--- src/hdl/swpd_pkg.sv ---
// Shared types and constants for the sync-word packet deframer.
package swpd_pkg;

  localparam logic [31:0] SyncWordReset = 32'h7FF0_1CAF;
  localparam int unsigned HeaderBytes   = 4;
  localparam int unsigned PayloadBytes  = 16;
  localparam logic [4:0]  PosHunt       = 5'd0;
  localparam logic [4:0]  PosLastHeader = 5'(HeaderBytes - 1);
  localparam logic [4:0]  PosFirstData  = 5'(HeaderBytes);
  localparam logic [4:0]  PosLastData   = 5'(HeaderBytes + PayloadBytes - 1);

  typedef struct packed {
    logic [31:0] frame_count;
    logic [31:0] x_rate_bits;
    logic [31:0] y_rate_bits;
    logic [31:0] z_rate_bits;
  } swpd_packet_t;

  typedef struct packed {
    logic last;     // the byte on hand completes a packet
    logic in_data;  // the byte on hand is a payload byte
  } swpd_status_t;

endpackage

--- src/hdl/sync_word_packet_deframer_unit.sv ---
// Sync-word packet deframer: hunts a 4-byte header and emits 16-byte packets as four words.
// Each received byte is latched in an input register and handled from there by the
// framer, which checks it against the sync word or shifts it into the payload; the
// 16th payload byte loads the result register. One byte is taken every clock cycle while
// the input does not stall, and a result is offered in the cycle after the framer takes
// its last byte. The input stalls only when the last payload byte of a packet is on hand
// while the previous packet is still not taken. After a header mismatch the hunt resumes
// at the byte following the fourth header byte.
module sync_word_packet_deframer_unit
  import swpd_pkg::*;
(
  input  logic        clk_i,
  input  logic        rst_ni,
  input  logic        sync_word_we_i,
  input  logic [31:0] sync_word_wdata_i,
  input  logic        rx_valid_i,
  output logic        rx_ready_o,
  input  logic [7:0]  rx_byte_i,
  output logic        packet_valid_o,
  input  logic        packet_ready_i,
  output logic [31:0] frame_count_o,
  output logic [31:0] x_rate_bits_o,
  output logic [31:0] y_rate_bits_o,
  output logic [31:0] z_rate_bits_o
);

  logic [31:0]  sync_word_q;
  logic         byte_valid;
  logic [7:0]   byte_held;
  logic         out_free;
  logic         step;
  logic         load;
  swpd_status_t status;
  swpd_packet_t packet_next;
  swpd_packet_t packet_out;

  always_ff @(posedge clk_i or negedge rst_ni) begin
    if (!rst_ni) begin
      sync_word_q <= SyncWordReset;
    end else if (sync_word_we_i) begin
      sync_word_q <= sync_word_wdata_i;
    end
  end

  assign step = byte_valid && (!status.last || out_free);
  assign load = step && status.last;

  swpd_in_stage u_in_stage (
    .clk_i        (clk_i),
    .rst_ni       (rst_ni),
    .rx_valid_i   (rx_valid_i),
    .rx_ready_o   (rx_ready_o),
    .rx_byte_i    (rx_byte_i),
    .take_i       (step),
    .byte_valid_o (byte_valid),
    .byte_o       (byte_held)
  );

  swpd_frame_fsm u_frame_fsm (
    .clk_i       (clk_i),
    .rst_ni      (rst_ni),
    .step_i      (step),
    .byte_i      (byte_held),
    .sync_word_i (sync_word_q),
    .status_o    (status),
    .packet_o    (packet_next)
  );

  swpd_out_stage u_out_stage (
    .clk_i          (clk_i),
    .rst_ni         (rst_ni),
    .load_i         (load),
    .packet_i       (packet_next),
    .free_o         (out_free),
    .packet_valid_o (packet_valid_o),
    .packet_ready_i (packet_ready_i),
    .packet_o       (packet_out)
  );

  assign frame_count_o = packet_out.frame_count;
  assign x_rate_bits_o = packet_out.x_rate_bits;
  assign y_rate_bits_o = packet_out.y_rate_bits;
  assign z_rate_bits_o = packet_out.z_rate_bits;

  // A result only appears after a last payload byte was processed.
  assert property (@(posedge clk_i) disable iff (!rst_ni)
    $rose(packet_valid_o) |-> $past(byte_valid && status.last && status.in_data))
    else $error("result raised without a completed packet");

  // A final byte held back by a full result register must stay in the input register.
  assert property (@(posedge clk_i) disable iff (!rst_ni)
    (byte_valid && status.last && packet_valid_o && !packet_ready_i) |=> byte_valid)
    else $error("last payload byte lost while result register was full");

  // A new packet never overwrites one that has not been taken.
  assert property (@(posedge clk_i) disable iff (!rst_ni)
    load |-> (!packet_valid_o || packet_ready_i))
    else $error("result register overwritten");

endmodule

--- src/hdl/swpd_in_stage.sv ---
// Input register that holds one received byte until the framer takes it.
module swpd_in_stage
  import swpd_pkg::*;
(
  input  logic       clk_i,
  input  logic       rst_ni,
  input  logic       rx_valid_i,
  output logic       rx_ready_o,
  input  logic [7:0] rx_byte_i,
  input  logic       take_i,
  output logic       byte_valid_o,
  output logic [7:0] byte_o
);

  logic       valid_q, valid_d;
  logic [7:0] byte_q;

  assign rx_ready_o = !valid_q || take_i;

  always_comb begin
    valid_d = valid_q;
    if (rx_ready_o) begin
      valid_d = rx_valid_i;
    end
  end

  always_ff @(posedge clk_i or negedge rst_ni) begin
    if (!rst_ni) begin
      valid_q <= 1'b0;
    end else begin
      valid_q <= valid_d;
    end
  end

  always_ff @(posedge clk_i) begin
    if (rx_ready_o && rx_valid_i) begin
      byte_q <= rx_byte_i;
    end
  end

  assign byte_valid_o = valid_q;
  assign byte_o       = byte_q;

endmodule

--- src/hdl/swpd_frame_fsm.sv ---
// Header hunt, header check and payload assembly, one byte per step.
module swpd_frame_fsm
  import swpd_pkg::*;
(
  input  logic         clk_i,
  input  logic         rst_ni,
  input  logic         step_i,
  input  logic [7:0]   byte_i,
  input  logic [31:0]  sync_word_i,
  output swpd_status_t status_o,
  output swpd_packet_t packet_o
);

  logic [4:0]   pos_q, pos_d;
  logic         mismatch_q, mismatch_d;
  logic [127:0] payload_q;
  logic [127:0] payload_shifted;
  logic [7:0]   expected;
  logic         hunting;
  logic         in_header;
  logic         bad_so_far;

  // Positions beyond the last payload byte cannot occur but behave as hunting.
  assign hunting   = (pos_q == PosHunt) || (pos_q > PosLastData);
  assign in_header = !hunting && (pos_q <= PosLastHeader);

  always_comb begin
    case (pos_q[1:0])
      2'd1:    expected = sync_word_i[23:16];
      2'd2:    expected = sync_word_i[15:8];
      2'd3:    expected = sync_word_i[7:0];
      default: expected = sync_word_i[31:24];
    endcase
  end

  assign bad_so_far      = mismatch_q || (byte_i != expected);
  assign payload_shifted = {payload_q[119:0], byte_i};

  always_comb begin
    pos_d      = pos_q;
    mismatch_d = mismatch_q;
    if (hunting) begin
      if (byte_i == sync_word_i[31:24]) begin
        mismatch_d = 1'b0;
        pos_d      = 5'd1;
      end else begin
        pos_d = PosHunt;
      end
    end else if (in_header) begin
      mismatch_d = bad_so_far;
      if (pos_q == PosLastHeader) begin
        pos_d = bad_so_far ? PosHunt : PosFirstData;
      end else begin
        pos_d = pos_q + 5'd1;
      end
    end else if (pos_q == PosLastData) begin
      pos_d = PosHunt;
    end else begin
      pos_d = pos_q + 5'd1;
    end
  end

  always_ff @(posedge clk_i or negedge rst_ni) begin
    if (!rst_ni) begin
      pos_q      <= PosHunt;
      mismatch_q <= 1'b0;
    end else if (step_i) begin
      pos_q      <= pos_d;
      mismatch_q <= mismatch_d;
    end
  end

  // Payload bytes arrive in order, so one shift line yields all four words.
  always_ff @(posedge clk_i) begin
    if (step_i && !hunting && !in_header) begin
      payload_q <= payload_shifted;
    end
  end

  assign status_o.last    = (pos_q == PosLastData);
  assign status_o.in_data = !hunting && !in_header;
  assign packet_o         = swpd_packet_t'(payload_shifted);

endmodule

--- src/hdl/swpd_out_stage.sv ---
// Result register that holds a finished packet until it is taken.
module swpd_out_stage
  import swpd_pkg::*;
(
  input  logic         clk_i,
  input  logic         rst_ni,
  input  logic         load_i,
  input  swpd_packet_t packet_i,
  output logic         free_o,
  output logic         packet_valid_o,
  input  logic         packet_ready_i,
  output swpd_packet_t packet_o
);

  logic         valid_q, valid_d;
  swpd_packet_t packet_q;

  assign free_o = !valid_q || packet_ready_i;

  always_comb begin
    valid_d = valid_q;
    if (load_i) begin
      valid_d = 1'b1;
    end else if (packet_ready_i) begin
      valid_d = 1'b0;
    end
  end

  always_ff @(posedge clk_i or negedge rst_ni) begin
    if (!rst_ni) begin
      valid_q <= 1'b0;
    end else begin
      valid_q <= valid_d;
    end
  end

  always_ff @(posedge clk_i) begin
    if (load_i) begin
      packet_q <= packet_i;
    end
  end

  assign packet_valid_o = valid_q;
  assign packet_o       = packet_q;

endmodule
--- config.mk ---
export PLATFORM = sky130hd
export DESIGN_NAME = sync_word_packet_deframer_unit
export DESIGN_NICKNAME = d
export VERILOG_FILES = /design/src/hdl/swpd_pkg.sv /design/src/hdl/sync_word_packet_deframer_unit.sv /design/src/hdl/swpd_in_stage.sv /design/src/hdl/swpd_frame_fsm.sv /design/src/hdl/swpd_out_stage.sv
export SDC_FILE = /design/constraint.sdc
export NUM_CORES = 1
export LEC_CHECK = 0
export ABC_AREA = 1
export BUFFER_PORTS_ARGS = -buffer_cell sky130_fd_sc_hd__buf_2
export CAP_MARGIN = 30
export CORE_MARGIN = 2
export CORE_UTILIZATION = 50
export DETAILED_ROUTE_END_ITERATION = 16
export PLACE_DENSITY = 0.75
export SLEW_MARGIN = 20
export SYNTH_ARGS = -nofsm -noshare
export SYNTH_HDL_FRONTEND = slang
export SYNTH_SLANG_ARGS = --single-unit
--- constraint.sdc ---
create_clock -name clk_i -period 7.14 [get_ports clk_i]
set_input_delay 0.714 -clock clk_i [delete_from_list [all_inputs] [get_ports clk_i]]
set_output_delay 0.714 -clock clk_i [all_outputs]
set_load 0.03 [all_outputs]
==> flow_summary.yaml, run 1 <==
yosys:
  yosys_warnings: 0
  ys_seq_area_share_pct: 87.17
  netlist_area_sq_um: 9996
  synth_top_cell_by_area: "edfxtp_1"
  ys_async_sr_fraction_pct: 13.51
  synth.most_common_cell: "edfxtp_1"
  ys_top_cells_by_area: "edfxtp_1 77%, dfstp_2 5.3%, dfrtp_1 5.0%, nand2_1 2.9%, mux2_2 2.8%"
  synth.top_cell.area_share_pct: 76.91
  synth.distinct_cells: 31
  synth_flop_cell: "edfxtp_1"
  synthTopCellsByCount: "256 x edfxtp_1, 78 x nand2_1, 28 x inv_1"
  synth_enable_flop_cells: 256
  syn-num-nets: 573
  synthCells: 524
  ys_ff_latch: 296
  avgSynthCellArea_sq_um: 19.08
place:
  hpwl_um: 10970
  port_buffers: 174
  gp_congestion: 0.8582
  dpl-instance-area_sq_um: 11180
die:
  fp.dieW_um: 145.4
  rows: 51
  fp.dieArea_sq_um: 21140
  initial_core_util_pct: 51.19
  core_sq_um: 19530
  die-height_um: 145.4
  ios: 175
setup_path:
  crit_chain: "ha_1 -> inv_1 -> nor3_4 -> nand2_2 -> nor3_4 -> nor2_4 -> clkinv_1 -> nor2_4 -> buf_4 -> buf_4 -> buf_16"
  crit_type: "flop to flop"
  slowest_stage: "buf_4"
  critPathRequiredTime_ns: 7.33
  crit_arrival_ns: 3.63
  critPathLaunchType: "flop"
  slowest_delay_ns: 0.53
  critPathMaxFanout: 52
  endpoint_kind: "flop"
  regToRegSetupSlack_ns: 3.69
drt:
  vias_per_cell: 4.940
  drtAntennaViolNets: 0
  num_vias: 5004
  drt_iter0_markers: 378
  drc: 0
  wl_per_cell_um: 16.49
  drtPass1Iterations: 4
  routed_wl_um: 16710
clock_tree:
  cts_tree: "built"
  ctsLongestPathBuffers: 3
  htree_num_levels: 1
  ctsResizeCount: 0
  path_clk_slew_ns: 0.07
  numCtsBuffers: 28
  postCtsHoldBufs: 0
  clkLatencyLatePin_ns: 0.52
  cts_root_buf: "clkbuf_16"
  cts.sinks: 296
  post_cts_buffers: 0
timing:
  timing_hold_violations_final: 0
  worst_slew_pin_slew_ns: 0.7401
  clock.fmax_mhz: 290.2
  slew_headroom_pct: 50.66
  period_minus_slack_ns: 3.445
  slew_violations: 0
  fin_skew_ns: 0.01872
  tns_ns: 0
  min_period_over_period_pct: 48.26
  grt_setup_unrepaired: "no"
  setup_viol: 0
layout:
  diodes: 0
  final_cell_area_sq_um: 12200
  fin_nets: 775
  area_growth_pct: 22.07
  drive_gt1_share_pct: 37.17
grt:
  grt_pass1_vias: 5008
  grt_usage_pct: 15.48
  antenna_found_initial: 0
  grt_overflow: 0
  grt_max_degree: 85
  grt_pass1_wl_um: 26490
job:
  maxCapViolCount: 0
power_and_ir_drop:
  irDropWorstVdd_uv: 239.0
  p_leak_nw: 4.599
  powerDensity_nw_per_um2: 375.6
outcome:
  status: "finished, final reports clean"
min_path:
  hold_class: "input pin to async pin"
## where the power goes
part / switching [mW] / internal, mW / leakage [nW] / total (mW)
Combinational: 0.360 / 0.155 / 1.35 / 0.515
Clock: 0.580 / 0.879 / 0.450 / 1.46
Sequential: 0.167 / 2.44 / 2.80 / 2.61
## kinds of logic (layout without fill, tap and decap cells)
group	count (synthesis)	count (layout)	synth area share (%)
AO/OA/AOI/OAI	32	32	1.865
flip-flops	296	296	87.17
XOR/XNOR	6	6	0.5257
buffers and inverters	39	263	1.727
AND/OR/NAND/NOR	122	122	5.395
adder cells (fa/ha/maj)	4	4	0.5007
multiplexers	25	25	2.816
## area by class of cell
class                           count  area [sq um]
Clock inverter                     14         142.6
Inverter                           29         108.9
Tap cell                          265         331.6
Sequential cell                   296          8713
Timing Repair Buffer              182         991.0
Fill cell                        1432          7325
Multi-Input combinational cell    189          1125
Clock buffer                       38         789.5
## final timing paths
kind,start,endpoint,cells after the start
setup / recovery,u_frame_fsm.pos_q[0],u_out_stage.packet_o[121],11
hold / removal,rst_ni,u_frame_fsm.pos_q[4],1
setup reg to reg,u_frame_fsm.pos_q[0],u_out_stage.packet_o[121],11
hold reg to reg,u_frame_fsm.payload_q[116],u_out_stage.packet_o[124],0
max in group asynchronous,rst_ni,sync_word_q[30],2
min in group clk_i,rx_byte_i[0],u_in_stage.byte_o[0],1
## registers in the layout, summed over array words and instances, names as in the netlist
name,flops
u_out_stage.packet_o,128
u_in_stage.byte_o,8
u_out_stage.packet_valid_o,1
u_in_stage.byte_valid_o,1
u_frame_fsm.payload_q,120
u_frame_fsm.mismatch_q,1
u_frame_fsm.pos_q,5
sync_word_q,32
## stage by stage
step	util, %	std cells	total power, mW	setup slack, ns	hold WS, ns
floorplan	-	524	3.002	0.2961	0.4003
global placement	57.25	957	3.090	3.652	0.4007
detailed placement	57.25	957	3.144	3.515	0.4074
CTS	62.03	1009	4.611	3.497	0.3234
global route	62.49	1013	4.801	3.433	0.1129
finish	62.49	1013	4.583	3.695	0.1156
## cell usage in the layout (no fill, tap or decap), types with 7 or more instances in the layout
cell / n
a21oi_1: 10
buf_2: 174
clkbuf_16: 29
clkinv_1: 7
dfrtp_1: 20
dfstp_2: 20
edfxtp_1: 256
inv_1: 28
mux2_2: 25
nand2_1: 78
nand3_1: 25
o21ai_0: 12
## critical path: cells and delay by family (launching register included)
family,cells,cell delay [ns]
buffers and inverters,5,1.68
AND/OR/NAND/NOR,5,0.55
flip-flops,1,0.43
adder cells (fa/ha/maj),1,0.38
## metal layers
layer	GRT usage, %	wire, um
met3	3.824	1191
met2	25.55	8141
met1	20.98	7139
met5	0	0
met4	4.020	236
No activity file was read; power rests on OpenSTA's default activity.
==> run 2: changes to the inputs <==
Clock period 7.14 ns to 3.1 ns, I/O delays scaled along.
==> flow_summary.yaml, run 2 (synthesis results as in run 1) <==
drt:
  drt_iter0_markers: 381
  drc: 0
  num_vias: 5114
  routed_wl_um: 17270
  drtPass1Iterations: 7
  vias_per_cell: 4.866
  wl_per_cell_um: 16.44
  drtAntennaViolNets: 0
setup_path:
  reg2reg_to: "u_out_stage.packet_o[14]"
  r2r_start: "u_frame_fsm.pos_q[0]"
  crit_arrival_ns: 2.25
  crit_type: "flop to primary output"
  critPathLaunchType: "flop"
  rr_worst_depth: 9
  critPathMaxFanout: 11
  endpoint_kind: "primary output"
  critPathRequiredTime_ns: 2.79
  regToRegSetupSlack_ns: 0.67
min_path:
  min_path_cells: 2
  hold_class: "input pin to flop"
  hp-start: "sync_word_wdata_i[16]"
  hold-path-endpoint: "sync_word_q[16]"
clock_tree:
  ctsResizeCount: 0
  numCtsBuffers: 28
  cts_root_buf: "clkbuf_16"
  cts.sinks: 296
  path_clk_slew_ns: 0.06
  cts_tree: "built"
  clkLatencyLatePin_ns: 0.55
  ctsLongestPathBuffers: 3
  htree_num_levels: 1
timing:
  fin_skew_ns: 0.01069
  worst_slew_pin_slew_ns: 0.7474
  slew_violations: 0
  timing_hold_violations_final: 0
  period_minus_slack_ns: 2.564
  min_period_over_period_pct: 82.72
  setup_viol: 0
  clock.fmax_mhz: 390.0
  slew_headroom_pct: 50.17
  grt_setup_unrepaired: "no"
layout:
  largest_reg_flops: 128
  final_common_cell: "edfxtp_1"
  layout_common_cells: "256 x edfxtp_1, 174 x buf_2, 78 x nand2_1"
  stdcell_count: 1051
  final_cell_area_sq_um: 12550
  area_growth_pct: 25.59
  drive_gt1_share_pct: 35.75
  diodes: 0
  fin_nets: 814
power_and_ir_drop:
  p_leak_nw: 4.730
  p_sw_mw: 2.615
  p_int_mw: 7.811
  seqPwrFrac_pct: 57.7
  irDropWorstVdd_uv: 444.9
  power_frac_comb_pct: 11.9
  powerDensity_nw_per_um2: 830.5
  power.share.clock_pct: 30.4
  p_sw_share_pct: 25.09
place:
  port_buffers: 174
  dp_cells: 958
  gp_congestion: 0.8342
  hpwl_um: 11050
  dpl-instance-area_sq_um: 11250
grt:
  grt_pass1_wl_um: 27370
  antenna_found_initial: 0
  grt_max_degree: 82
  grt_overflow: 0
  grt_pass1_vias: 5152
  grt_usage_pct: 16.18
job:
  maxCapViolCount: 0
outcome:
  status: "finished, final reports clean"
die:
  fp.dieW_um: 145.4
  die-height_um: 145.4
  rows: 51
  core_sq_um: 19530
  ios: 175
  initial_core_util_pct: 51.19
  fp.dieArea_sq_um: 21140
run 2: how the worst max path moves through the flow:
stage,slack [ns],start,endpoint,cells past startpoint
after floorplan,-0.45,u_frame_fsm.pos_q[0],u_out_stage.packet_o[0],8
after global placement,0.75,u_frame_fsm.pos_q[0],u_out_stage.packet_o[118],9
after detailed placement,0.67,u_frame_fsm.pos_q[0],u_out_stage.packet_o[126],9
after CTS,0.50,u_frame_fsm.pos_q[0],rx_ready_o,7
after global routing,0.37,u_frame_fsm.pos_q[0],rx_ready_o,7
final,0.54,u_frame_fsm.pos_q[0],rx_ready_o,7
run 2: timing repair:
action / CTS / global route
hold endpoints to repair: 59 / 0
hold buffers: 40 / 0
setup buffers: 0 / 0
run 2: critical path, cell delays in order, from the launching register on:
cell and delay [ns]:
dfrtp_1 0.44, ha_2 0.37, inv_2 0.09, nor3_4 0.18, nand2_2 0.14, nor3_4 0.21
nand2_1 0.10, buf_2 0.19
run 2: power by group through the flow:
stage               combinational, mW  clock (mW)  sequential (mW)
floorplan                       0.884           0             5.96
global placement                 1.18           0             6.01
detailed placement               1.21           0             6.09
CTS                              1.25        3.26             6.02
global route                     1.40        3.43             6.11
finish                           1.24        3.17             6.02
run 2: per-stage QoR:
step	worst slack [ns]	hold WS (ns)	power (mW)	util [%]	setup TNS, ns
CTS	0.4955	0.00007944	10.53	64.15	0
detailed placement	0.6746	0.4054	7.299	57.61	0
floorplan	-0.4502	0.01441	6.840	-	-98.29
finish	0.5356	0.01663	10.43	64.29	0
global placement	0.7476	0.4013	7.190	57.61	0
global route	0.3733	0.004761	10.94	64.29	0
run 2: final cells by class:
type	count	area, sq um
multi-input combinational	189	1135
clock buffer	36	740.7
inverter	29	110.1
sequential	296	8713
timing repair buffer	221	1386
fill	1360	6973
clock inverter	15	136.4
tap	265	331.6
run 2: per-layer routing:
layer	GRT usage [%]	share of wire [%]	vias up
met3	4.702	8.2	35
met5	0	0	-
met1	21.75	42	2459
li1	-	-	2408
met2	26.54	48	212
met4	3.824	2.1	0
